==> src/tcw_pkg.sv <==
// ----------------------------------------------------------------------------
// Text console package
// Shared constants, character codes, sequencer states and control types.
// ----------------------------------------------------------------------------
package tcw_pkg;

  localparam int DEF_COLUMNS = 80;
  localparam int DEF_LINES   = 25;
  localparam int CELL_W      = 16;
  localparam int TAB_STEP    = 4;

  localparam logic [7:0] RESET_ATTR = 8'hF0;
  localparam logic [7:0] SPACE_CODE = 8'h20;
  localparam logic [7:0] BS_CODE    = 8'h08;
  localparam logic [7:0] TAB_CODE   = 8'h09;
  localparam logic [7:0] LF_CODE    = 8'h0A;
  localparam logic [7:0] CR_CODE    = 8'h0D;

  typedef enum logic [2:0] {
    ST_IDLE,
    ST_EXEC,
    ST_SWEEP,
    ST_READ,
    ST_READ_WAIT,
    ST_DONE
  } state_t;

  typedef struct packed {
    logic write_cell;
    logic scroll;
  } cursor_ctl_t;

endpackage

==> src/tcw_cursor.sv <==
// ----------------------------------------------------------------------------
// Cursor update
// Applies one character code to the cursor and flags cell writes and scrolls.
// ----------------------------------------------------------------------------
module tcw_cursor
  import tcw_pkg::*;
#(
  parameter int COLUMNS = DEF_COLUMNS,
  parameter int LINES   = DEF_LINES
) (
  input  logic [7:0]                 code,
  input  logic [$clog2(COLUMNS)-1:0] cur_col,
  input  logic [$clog2(LINES)-1:0]   cur_row,
  output logic [$clog2(COLUMNS)-1:0] new_col,
  output logic [$clog2(LINES)-1:0]   new_row,
  output cursor_ctl_t                ctl
);

  localparam int ColW = $clog2(COLUMNS);
  localparam int RowW = $clog2(LINES);

  logic [ColW:0] col_w;
  logic [RowW:0] row_w;

  always_comb begin
    col_w = {1'b0, cur_col};
    row_w = {1'b0, cur_row};
    ctl   = '0;
    case (code)
      TAB_CODE: begin
        col_w = ({1'b0, cur_col} + (ColW+1)'(TAB_STEP)) & ~((ColW+1)'(TAB_STEP-1));
      end
      CR_CODE: begin
        col_w = '0;
      end
      LF_CODE: begin
        col_w = '0;
        row_w = row_w + 1'b1;
      end
      BS_CODE: begin
        if (cur_col != '0) begin
          col_w = col_w - 1'b1;
        end
      end
      default: begin
        if (code >= SPACE_CODE) begin
          ctl.write_cell = 1'b1;
          col_w = col_w + 1'b1;
        end
      end
    endcase
    if (col_w >= (ColW+1)'(COLUMNS)) begin
      col_w = '0;
      row_w = row_w + 1'b1;
    end
    if (row_w >= (RowW+1)'(LINES)) begin
      ctl.scroll = 1'b1;
      row_w = (RowW+1)'(LINES-1);
    end
    new_col = col_w[ColW-1:0];
    new_row = row_w[RowW-1:0];
  end

endmodule

==> config.mk <==
export PLATFORM = sky130hd
export DESIGN_NAME = tcw_cursor
export DESIGN_NICKNAME = d
export VERILOG_FILES = /design/src/tcw_pkg.sv /design/src/tcw_cursor.sv
export SDC_FILE = /design/constraint.sdc
export NUM_CORES = 1
export LEC_CHECK = 0
export ABC_AREA = 0
export BUFFER_PORTS_ARGS = -buffer_cell sky130_fd_sc_hd__buf_2
export CORE_UTILIZATION = 60
export DETAILED_ROUTE_END_ITERATION = 6
export GPL_ROUTABILITY_DRIVEN = 0
export PLACE_DENSITY = 0.94
export SYNTH_ARGS = -nofsm -noshare
export SYNTH_HDL_FRONTEND = slang
export SYNTH_SLANG_ARGS = --single-unit
==> constraint.sdc <==
create_clock -name vclk -period 10
set_clock_uncertainty 0.2 [all_clocks]
set_input_delay 1 -clock vclk [all_inputs]
set_output_delay 1 -clock vclk [all_outputs]
set_load 0.02 [all_outputs]
# Word-level counts from Yosys, hierarchy flattened
# Index checks and enable logic that the tools add are counted.
[op_classes]
n_lt_le_gt_ge = 3
n_eq_ne = 4
mux = 10
n_addsub = 5
n_reduce_logical = 3
[op_table]
columns = ["operator", "n"]
rows = [
  ["$eq 8x4->1 const B", 4],
  ["$pmux 8 s3", 1],
  ["$mux 8", 2],
  ["$mux 6", 2],
  ["$add 7x1->8 const B", 1],
  ["$add 7x3->8 const B", 1],
  ["$ge 8x6->1 const B", 1],
  ["$ge 8x7->1 const B", 1],
  ["$sub 7x1->8 const B", 1],
  ["$mux 7", 1],
  ["$reduce_bool 7->1", 1],
  ["$add 5x1->6 const B", 1],
  ["$add 6x1->6 const B", 1],
  ["$ge 6x5->1 const B", 1],
  ["$mux 5", 1],
  ["$reduce_or 4->1", 1],
  ["$mux 1", 3],
  ["$reduce_or 2->1", 1],
]
[totals]
out_inout_bits = 14
register_bits = 0
word_cells = 25

# Longest topological paths before layout
[logic_depth]
ltp_word = 7
depth_mapped = 14

# Least setup slack after synthesis
# No wires, ideal clock.
[synth_path]
kind = "input-to-output"
startpoint = "input code[5]"
endpoint = "output new_row[1]"
cell_stages = 14
path_slack_ns = 4.887
t_arrival_ns = 3.913
n_path_buf = 2
cell_sequence = "or3_1 > clkbuf_1 > clkbuf_1 > nor3_1 > nand2_1 > nand2_1 > ha_1 > xnor2_1 > xnor2_1 > o31ai_1 > a21oi_1 > nand2_1 > a21boi_1 > nor4_1"
[synth_via]
elab_chain_len = 7
[synth_lines]
columns = ["element", "line", "text"]
rows = [
  ["from (decl)", "tcw_cursor.sv:11", "input logic [7:0] code,"],
  ["$ge 8x6->1 / $eq 8x4->1 (equally long branches)", "tcw_cursor.sv:46, tcw_cursor.sv:29", ""],
  ["$mux 8 / $reduce_or 2->1 (equally long branches)", "--", ""],
  ["$pmux 8 s3", "tcw_cursor.sv:29", "case (code)"],
  ["$ge 8x7->1", "tcw_cursor.sv:52", "if (col_w >= (ColW+1)'(COLUMNS)) begin"],
  ["$mux 6 (*)", "tcw_cursor.sv:52", ""],
  ["$ge 6x5->1", "tcw_cursor.sv:56", "if (row_w >= (RowW+1)'(LINES)) begin"],
  ["$mux 5 (*)", "tcw_cursor.sv:56", ""],
  ["to (decl)", "tcw_cursor.sv:15", "output logic [$clog2(LINES)-1:0] new_row,"],
]
# Mark *: on every way between the ends. The rest lies on a longest branch, timed or not.

==> results.tsv <==
stage	metric	value	unit
run_status	outcome	completed	
floorplan	rows	15	
finish	n_antenna_cell	0	
pwr	ir_worst_vdd	26.4	uV
sta	rsz0062_at_grt	false	
setup_path	arrival	3880	ps
setup_path	start_kind	input port	
logic_synthesis	yosysMostFrequentCell	nand2_1	
floorplan	die_h	46.3	um
finish	clkbuf_count	0	
floorplan	start_util	0.660	
logic_synthesis	synth_top_area_cell	xnor2_1	
cts	post_cts_buffers	0	
pwr	power_leakage	0.000551	uW
job	drv_cap	0	
placed_design	dp_hpwl	2420	um
logic_synthesis	netlist_top_cells_count	17 x nand2_1, 13 x a21oi_1, 13 x nor2_1, 12 x xnor2_1, 11 x clkbuf_1	
sta	tightest_slew	950	ps
placed_design	dpl.cell_count	221	
sta	finalSetupViolCount	0	
grt	antenna_found_initial	0	
setup_path	crit_type	input port to output port	
logic_synthesis	yosys.cell_types.count	52	
floorplan	core_area	0.00178	mm^2
finish	syn2layout_area_growth	11.3	%
finish	seq_cells	0	
drt	postRouteAntennaNets	0	
grt	grt_use_total	0.300	
finish	fin_nets	224	
sta	slew_headroom	0.358	
logic_synthesis	ys_seq_area_frac	0	
logic_synthesis	synthTopCellsByArea	xnor2_1 8.9%, ha_1 6.4%, a21oi_1 5.5%, nand2_1 5.4%, nor2_1 4.1%	
finish	fill_cells	156	
floorplan	dieWidth	46.3	um
setup_path	path_max_fanout	15	
drt	drt_iter0_drc	64	
sta	hold_violations	0	
finish	fin_cells	221	
sta	final.min_clock_period	5080	ps
logic_synthesis	yosys_warnings	0	
grt	grt_start_max_net_pins	19	
setup_path	cp-end-kind	output port	
logic_synthesis	synth_top_area_frac	0.0894	
drt	finalWirelength	2990	um
finish	ff_latch_area	0	um^2
setup_path	cp.required	8800	ps
cts	holdBufCountCts	0	
finish	final_layout_size_suffix_gt1_frac	0.219	
floorplan	dieArea	0.00214	mm^2
sta	drv_slew	0	
placed_design	io_buffers	34	
logic_synthesis	synth_nets	202	
finish	multi_input_area	0.00107	mm^2
drt	viasPerCell	6.31	
grt	overflow	0	
hold_path	hp-class	input port to output port	
finish	fin_area	0.00131	mm^2
drt	routed-via-count	1395	
cts	cts_resized	0	
sta	period_share	0.508	
sta	setup-tns-final	0	ps
sta	hold_ws	2180	ps
sta	fmax	197	MHz
drt	drc_errors	0	
drt	first_pass_iters	6	
logic_synthesis	synthesis.area	0.00118	mm^2
drt	wl_per_cell	13.5	um
placed_design	place_area	0.00131	mm^2
floorplan	io_pins	34	
logic_synthesis	synth_area_per_cell	6.68	um^2
pwr	power_density	45.4	mW/mm^2
grt	grt_pass1_wl	4910	um
grt	grt_pass1_vias	1182	
logic_synthesis	synth_cells	176	
[cell type report]
| type | count | area share |
|---|---|---|
| repair buffers | 34 | 0.130 |
| multi-input cells | 153 | 0.820 |
| well taps | 25 | 0.0239 |
| inverters | 9 | 0.0258 |
[metal layers]
layer,track usage,vias up,part of all wire
met5,0,-,0
met4,0.0353,0,0
met3,0.00784,0,0.047
met2,0.589,53,0.53
met1,0.363,639,0.42
li1,-,703,-
[report_power, final]
group,total [uW],internal [uW],switching (uW)
sequential,0,0,0
combinational,59.4,23.1,36.3
clock,0,0,0
total,59.4,23.1,36.3
[cells in the final DEF (no fill, tap or decap), types with 3 or more instances in the layout]
cell	n
nand3_1	4
a211oi_1	4
nor2b_1	3
o31ai_1	3
ha_1	6
nor3_1	5
or3_1	6
nand2_1	17
xor2_1	4
o21ai_0	7
a21oi_1	13
xnor2_1	12
and3_1	4
nand4_1	6
inv_1	9
nor4_1	5
buf_2	34
nor2_1	13
[per-stage QoR]
| stage | power, uW | setup WS [ps] | utilization |
|---|---|---|---|
| after floorplan | 43.5 | 4890 | - |
| after global placement | 57.5 | 5080 | 0.734 |
| after detailed placement | 59.0 | 4950 | 0.734 |
| after CTS | 59.2 | 4960 | 0.734 |
| after global routing | 65.6 | 4640 | 0.734 |
| final | 59.4 | 4920 | 0.734 |
[worst max-delay path: stages]
cell and delay [ps]:
buf_2 110, or3_1 600, nor3_1 470, nand2_1 110
nand2_1 100, ha_1 190, xnor2_1 200, xnor2_1 110
o31ai_1 200, a21oi_1 120, nand2_1 90, a21boi_1 70
or3_1 360, buf_2 160
[final timing paths]
path	startpoint	end	slack [ps]	depth (start not counted)
setup / recovery	code[5]	ctl[0]	4920	14
hold / removal	cur_col[0]	new_col[0]	2180	3
[logic make-up after synthesis]
family | Yosys count | synth area share
and+or+nand+nor | 79 | 0.384
muxes | 3 | 0.0266
buffers and inverters | 23 | 0.0872
xor gates and xnor gates | 16 | 0.119
adders and majority gates | 6 | 0.0638
AOI/OAI and AO/OA | 49 | 0.319
(Power assumes the default switching activity.)
