--- src/tcw_pkg.sv ---
// ----------------------------------------------------------------------------
// Text console package
// Shared constants, character codes, sequencer states and control types.
// ----------------------------------------------------------------------------
package tcw_pkg;

  localparam int DEF_COLUMNS = 80;
  localparam int DEF_LINES   = 25;
  localparam int CELL_W      = 16;
  localparam int TAB_STEP    = 4;

  localparam logic [7:0] RESET_ATTR = 8'hF0;
  localparam logic [7:0] SPACE_CODE = 8'h20;
  localparam logic [7:0] BS_CODE    = 8'h08;
  localparam logic [7:0] TAB_CODE   = 8'h09;
  localparam logic [7:0] LF_CODE    = 8'h0A;
  localparam logic [7:0] CR_CODE    = 8'h0D;

  typedef enum logic [2:0] {
    ST_IDLE,
    ST_EXEC,
    ST_SWEEP,
    ST_READ,
    ST_READ_WAIT,
    ST_DONE
  } state_t;

  typedef struct packed {
    logic write_cell;
    logic scroll;
  } cursor_ctl_t;

endpackage

--- src/tcw_addr_unit.sv ---
// ----------------------------------------------------------------------------
// Cell address unit
// Maps a screen row and column to a store address through the rotating top row.
// ----------------------------------------------------------------------------
module tcw_addr_unit
  import tcw_pkg::*;
#(
  parameter int COLUMNS = DEF_COLUMNS,
  parameter int LINES   = DEF_LINES
) (
  input  logic [$clog2(LINES)-1:0]         row,
  input  logic [$clog2(COLUMNS)-1:0]       col,
  input  logic [$clog2(LINES)-1:0]         top_row,
  output logic [$clog2(LINES*COLUMNS)-1:0] addr
);

  localparam int RowW  = $clog2(LINES);
  localparam int AddrW = $clog2(LINES*COLUMNS);

  logic [RowW:0]   row_sum;
  logic [RowW-1:0] phys_row;

  always_comb begin
    row_sum = {1'b0, row} + {1'b0, top_row};
    if (row_sum >= (RowW+1)'(LINES)) begin
      row_sum = row_sum - (RowW+1)'(LINES);
    end
    phys_row = row_sum[RowW-1:0];
    addr = AddrW'(phys_row) * AddrW'(COLUMNS) + AddrW'(col);
  end

endmodule

--- config.mk ---
export PLATFORM = sky130hd
export DESIGN_NAME = tcw_addr_unit
export DESIGN_NICKNAME = d
export VERILOG_FILES = /design/src/tcw_pkg.sv /design/src/tcw_addr_unit.sv
export SDC_FILE = /design/constraint.sdc
export NUM_CORES = 1
export LEC_CHECK = 0
export ABC_AREA = 1
export BUFFER_PORTS_ARGS = -buffer_cell sky130_fd_sc_hd__buf_4
export CORE_MARGIN = 3
export CORE_UTILIZATION = 52
export DETAILED_ROUTE_END_ITERATION = 10
export GPL_ROUTABILITY_DRIVEN = 0
export GPL_TIMING_DRIVEN = 0
export PLACE_DENSITY = 0.95
export SLEW_MARGIN = 20
export SYNTH_ARGS = -nofsm -noshare
export SYNTH_HDL_FRONTEND = slang
export SYNTH_SLANG_ARGS = --single-unit
--- constraint.sdc ---
create_clock -name vclk -period 4.45
set_input_delay 0.2225 -clock vclk [all_inputs]
set_output_delay 0.2225 -clock vclk [all_outputs]
set_load 0.01 [all_outputs]
==> Yosys cells after proc, flatten, opt, wreduce, memory -nomap -nowiden <==
Index checks and enable logic that the tools add are counted.
{ "classes": {"n_addsub": 3, "multipliers": 1, "magnitude_cmp": 1, "muxes": 1} }
{ "ops": {"columns": ["operator", "n"], "rows": [
  ["$add A11 B7 Y11", 1],
  ["$mul A5 B3 Y7 const B", 1],
  ["$add A5 B5 Y6", 1],
  ["$ge A6 B5 Y1 const B", 1],
  ["$mux W5", 1],
  ["$sub A5 B5 Y5 const B", 1]
]} }
{ "totals": {"register_bits": 0, "inputBits": 17, "out_inout_bits": 11, "word_cells": 6} }

==> Depth between registers and ports, before layout <==
Gate-level depths: netlist of run 1.
{ "logic_depth": {"ltp_word": 5, "ltp_mapped": 20, "mapped_depth_nobuf": 20} }

==> Worst setup path after synthesis of run 1 <==
No wires, ideal clock.
{ "synth_timing": {"kind": "input -> output", "from": "input port row[0]", "to": "output port addr[10]", "arrival_ps": 3295, "required_time_ps": 4228, "slack_ps": 933, "path_stages": 17, "path_buffers": 0, "cell_sequence": "ha_1 fa_1 inv_1 ha_1 nand3b_1 nand3_2 nand2_4 o21ai_1 ha_1 ha_1 fa_1 xor2_1 nand3_1 xnor2_1 inv_1 nand3_1 nand2_1"} }
{ "synth_between": {"elab_chain_len": 5, "word_cells_on_any_way": 6, "cone_classes": "3 x add/sub; 1 x mul; 1 x order compare; 1 x mux"} }
{ "synth_lines": {"columns": ["element", "line_no", "rtl"], "rows": [
  ["start, declared", "tcw_addr_unit.sv:11", "input logic [$clog2(LINES)-1:0] row,"],
  ["$add A5 B5 Y6 *", "tcw_addr_unit.sv:24", "row_sum = {1'b0, row} + {1'b0, top_row};"],
  ["$sub A5 B5 Y5 or $ge A6 B5 Y1 (tied branches)", "tcw_addr_unit.sv:26, tcw_addr_unit.sv:25", null],
  ["$mux W5 *", "tcw_addr_unit.sv:25", "if (row_sum >= (RowW+1)'(LINES)) begin"],
  ["$mul A5 B3 Y7 *", "tcw_addr_unit.sv:29", "addr = AddrW'(phys_row) * AddrW'(COLUMNS) + AddrW'(col);"],
  ["$add A11 B7 Y11 *", "tcw_addr_unit.sv:29", null],
  ["end, declared", "tcw_addr_unit.sv:14", "output logic [$clog2(LINES*COLUMNS)-1:0] addr"]
]} }
Every way passes the cells marked *; elsewhere a longest branch is shown, timed or not.

==> Worst setup path after layout of run 1 <==
Ends and elaborated chain as after synthesis.

==> impl_results.md, run 1 <==
* Status: finished clean
* Seq Cell Count at 0
* Yosys warning count at 0
* Post-Syn Area at 683 µm²
* Leading area contributor after synthesis: ha_1
* Final count of hold timing violations at 0
* Postcts setup bufs at 0
* Worst-margin pin slew at 0.354 ns
* Synth top area cells: ha_1 (29%), nand2_1 (12%), xor2_1 (9.0%)
* Yosys top cell area share at 29.3%
* DIE HEIGHT at 42.2 µm
* Nets at 157
* Max Cap Viol at 0
* Vias in the first global route at 712
* Sequential share of power at 0%
* Gate Count Post-Synth at 95
* DRT iter0 DRCs at 18
* P&R area growth vs syn at 28.9%
* Critical path data required time at 4.23 ns
* Final-layout clock buffer total at 0
* Mapped Nets at 131
* Pleak at 0.502 nW
* CP most frequent cell: ha_1
* Die width at 42.2 µm
* Critical path arrival at 3.78 ns
* Post-DP HPWL at 1380 µm
* Buffers & Inverters on Critical Path at 3
* Unrepaired setup endpoints after global routing: false
* CP max FO at 6
* Total Wirelength at 1550 µm
* Number of I/O pins at 28
* Worst path max stage delay at 0.43 ns
* Ant. Diodes at 0
* Hold Path Class: input pin to output port
* CP Launch Type: input pin
* Routed wire length per instance at 11.6 µm
* Total number of vias at 720
* Initial Utilization at 58.3%
* Largest net degree at the start of global routing at 7
* Cell area power density at 492 mW/mm²
* Post-route setup TNS at 0 ns
* Worst path slowest cell: fa_1
* Register area share after synthesis at 0%
* Cell Rows at 12
* Final Slew Violations at 0
* Switch Pwr at 0.000227 W
* Drt first pass iters at 4
* I/O Buffers at 24
* Cell Int Power at 0.000207 W
* Power after layout at 0.000434 W
* First-pass GRT wire length at 2670 µm
* Final setup fails at 0
* Crit path max-delay family: adder cells
* Comb pwr share at 100.0%
* Share of layout cells above drive strength 1 at 31.1%
* Slew HR at 76.2%
* Antenna-violating nets left at 0
* Core ar. at 0.00117 mm²
* Mean Syn Cell Area at 7.19 µm²
* Overall Global Routing Usage at 17.9%
* Remaining Overflow, GRT at 0
* CP cell instances: buf_4, ha_1, fa_1, xnor2_1, nand3b_1, nand3_2, nand2_4, o21ai_1, ha_1, ha_1, fa_1, xor2_1, nand3_1, xnor2_1, inv_1, nand3_1, nand2_1, buf_4
* FF/Latch Area at 0 µm²
* Peak supply drop at 0.337 mV
* Final min period at 4.01 ns
* Crit. End Element: output port
* Drc violations at 0
* Sw Ratio at 52.3%
* Clock power frac at 0%
* Post-CTS Hold Fix Bufs at 0
* Final period util at 90.1%
* Avg Vias per Cell at 5.41
* WS Path Type: input pin to output port
* Total die area at 0.00178 mm²
* Initial antenna violation count at 0
* Distinct cells, synth at 20
* Post-cts sizing count at 0
* F_max at 250 MHz
-- final cells by class --
| cell class | instances | area, µm² |
|---|---|---|
| Multi-Input combinational cell | 79 | 608 |
| Inverter | 12 | 45.0 |
| Tap cell | 14 | 17.5 |
| Timing Repair Buffer | 24 | 180 |
| Fill cell | 99 | 290 |
| Buffer | 4 | 30.0 |
-- synthesized netlist by cell type (all sizes together), types with 3 or more instances --
master and n:
ha 16, buf 4, nand2 25, xor2 7
nand3 14, fa 3, inv 12, xnor2 3
a21oi 5
-- final timing paths --
path | from | endpoint | slack (ns) | cells after the start
min | col[3] | addr[3] | 0.62 | 2
max | row[0] | addr[10] | 0.44 | 18
-- cells in the final DEF (no fill, tap or decap) --
master    count
buf_4        28
o21ai_1       1
nand2_1      21
nand2_2       3
inv_1        11
nand2_4       1
nor3b_1       1
a21oi_2       1
xor2_1        7
a31oi_1       1
a21oi_1       4
o21bai_1      1
nand3_2       3
inv_2         1
xnor2_1       3
fa_1          3
nand3b_1      1
nor2_1        1
nand3_1      11
ha_1         16
-- metrics by stage --
stage          util [%]  setup WS (ns)  hold slack, ns  cell area, µm²  std cells
2_1_floorplan         -          0.933           0.537             683         95
3_3_place_gp       75.2          0.532           0.623             881        133
3_5_place_dp       75.2          0.418           0.623             881        133
4_1_cts            75.2          0.429           0.624             881        133
5_1_grt            75.2          0.154           0.626             881        133
6_report           75.2          0.443           0.623             881        133
-- per-layer routing --
| metal | GRT usage (%) | share of wire [%] | up-vias |
|---|---|---|---|
| li1 | - | - | 361 |
| met1 | 20.4 | 37 | 321 |
| met2 | 35.9 | 54 | 36 |
| met3 | 0 | 7.5 | 2 |
| met4 | 4.35 | 1.0 | 0 |
| met5 | 0 | 0 | - |
-- cells by family (layout without fill, tap and decap cells) --
family                   count (synthesis)  in the layout  synth area share (%)
AO/OA/AOI/OAI                            8              8                  6.96
XOR/XNOR                                10             10                  12.8
adder cells (fa/ha/maj)                 19             19                  38.1
buffers and inverters                   16             40                  11.0
AND/OR/NAND/NOR                         42             42                  31.1
-- power groups by stage --
stage	clock (W)	combinational [W]	sequential [W]
floorplan	0	0.000276	0
global placement	0	0.000412	0
detailed placement	0	0.000436	0
CTS	0	0.000437	0
global route	0	0.000479	0
finish	0	0.000434	0
(Power assumes the default switching activity.)
==> run 2: changes to the inputs <==
--- a/config.mk
+++ b/config.mk
@@ -8,11 +8,11 @@
 export ABC_AREA = 1
 export BUFFER_PORTS_ARGS = -buffer_cell sky130_fd_sc_hd__buf_4
 export CORE_MARGIN = 3
-export CORE_UTILIZATION = 52
+export CORE_UTILIZATION = 40
 export DETAILED_ROUTE_END_ITERATION = 10
 export GPL_ROUTABILITY_DRIVEN = 0
 export GPL_TIMING_DRIVEN = 0
-export PLACE_DENSITY = 0.95
+export PLACE_DENSITY = 0.79
 export SLEW_MARGIN = 20
 export SYNTH_ARGS = -nofsm -noshare
 export SYNTH_HDL_FRONTEND = slang
==> impl_results.md, run 2 (synthesis results as in run 1) <==
* Status: finished clean (unchanged)
* Seq Cell Count at 0 (unchanged)
* Total die area at 0.00224 mm² (was 0.00178 mm²)
* I/O Buffers at 24 (unchanged)
* Critical path arrival at 3.78 ns (about the same)
* Final-layout clock buffer total at 0 (unchanged)
* Share of layout cells above drive strength 1 at 31.1% (unchanged)
* Most common cell after layout, fill and taps aside: buf_4 (unchanged)
* DRT iter0 DRCs at 8 (was 18)
* P&R area growth vs syn at 29.3% (was 28.9%)
* Initial Utilization at 43.8% (was 58.3%)
* Drc violations at 0 (unchanged)
* Remaining Overflow, GRT at 0 (unchanged)
* Crit. End Element: output port (unchanged)
* Post-route setup TNS at 0 ns (unchanged)
* DIE HEIGHT at 47.3 µm (was 42.2 µm)
* Core ar. at 0.00156 mm² (was 0.00117 mm²)
* Antenna-violating nets left at 0 (unchanged)
* Post-cts sizing count at 0 (unchanged)
* Peak supply drop at 0.293 mV (was 0.337 mV)
* Die width at 47.3 µm (was 42.2 µm)
* CP max FO at 6 (unchanged)
* Max Cap Viol at 0 (unchanged)
* Post-DP HPWL at 1170 µm (was 1380 µm)
* CP Launch Type: input pin (unchanged)
* Drt first pass iters at 4 (unchanged)
* Postcts setup bufs at 0 (unchanged)
* Most frequent cells in the layout: buf_4 (28), nand2_1 (21), ha_1 (16), inv_1 (11), nand3_1 (11) (unchanged)
* Total number of vias at 670 (was 720)
* Cell area power density at 471 mW/mm² (was 492 mW/mm²)
* Nets at 157 (unchanged)
* F_max at 250 MHz (about the same)
* Slew HR at 75.0% (was 76.2%)
* Final Slew Violations at 0 (unchanged)
* Post-route cell area at 883 µm² (was 881 µm²)
* Power after layout at 0.000416 W (was 0.000434 W)
* Largest net degree at the start of global routing at 7 (unchanged)
* Final min period at 4.00 ns (was 4.01 ns)
* Critical path data required time at 4.23 ns (about the same)
* Dpl cell area at 883 µm² (was 881 µm²)
* Overall Global Routing Usage at 11.4% (was 17.9%)
* Vias in the first global route at 541 (was 712)
* Initial antenna violation count at 0 (unchanged)
* Routed wire length per instance at 9.22 µm (was 11.6 µm)
* Final setup fails at 0 (unchanged)
* Unrepaired setup endpoints after global routing: false (unchanged)
* FILL cells at 147 (was 99)
* Post-CTS Hold Fix Bufs at 0 (unchanged)
* Worst-margin pin slew at 0.373 ns (was 0.354 ns)
* Final count of hold timing violations at 0 (unchanged)
* Hold Path Class: input pin to output port (unchanged)
* Pleak at 0.502 nW (unchanged)
* Cell Rows at 14 (was 12)
* FF/Latch Area at 0 µm² (unchanged)
* Total Wirelength at 1250 µm (was 1550 µm)
* Ant. Diodes at 0 (unchanged)
* Multi-input logic area at 608 µm² (unchanged)
* Final period util at 89.9% (was 90.1%)
* First-pass GRT wire length at 1990 µm (was 2670 µm)
* WS Path Type: input pin to output port (unchanged)
* Avg Vias per Cell at 4.96 (was 5.41)
* Number of I/O pins at 28 (unchanged)
==> run 2: cell counts in the layout (fill, tap and decap cells not counted) <==
No cell type changed its count.
==> run 2: final cells by class <==
type                            instances  share of cell area (%)
Tap cell                               16                    2.27
Inverter                               12                    5.10
Timing Repair Buffer                   24                    20.4
Multi-Input combinational cell         79                    68.8
Buffer                                  4                    3.40
==> run 2: metal layers <==
layer / track usage [%] / up-vias / routed length (µm)
met5: 0 / - / 0
met4: 0 / 0 / 0
met3: 0 / 0 / 58
met2: 20.9 / 14 / 621
met1: 15.8 / 298 / 566
li1: - / 358 / -
==> run 2: through the flow <==
step / instances / util [%] / worst slack [ns] / hold slack (ns)
floorplan: 95 / - / 0.933 / 0.537
global placement: 135 / 56.7 / 0.511 / 0.623
detailed placement: 135 / 56.7 / 0.427 / 0.622
CTS: 135 / 56.7 / 0.419 / 0.622
global route: 135 / 56.7 / 0.130 / 0.627
finish: 135 / 56.7 / 0.448 / 0.621
==> run 2: power by group <==
part           total (W)  switching (W)  leakage (nW)  internal [W]
registers              0              0             0             0
clock network          0              0             0             0
logic           0.000416       0.000211         0.502      0.000206
==> run 2: critical path, cell delays in order <==
cell and delay, ns:
buf_4 0.11, ha_1 0.22, fa_1 0.43, xnor2_1 0.35
nand3b_1 0.17, nand3_2 0.12, nand2_4 0.08, o21ai_1 0.28
ha_1 0.30, ha_1 0.22, fa_1 0.38, xor2_1 0.25
nand3_1 0.13, xnor2_1 0.20, inv_1 0.06, nand3_1 0.08
nand2_1 0.05, buf_4 0.13
==> run 2: final timing paths <==
check	to	cells after the start	startpoint
max	addr[10]	18	row[0]
min	addr[1]	2	col[1]
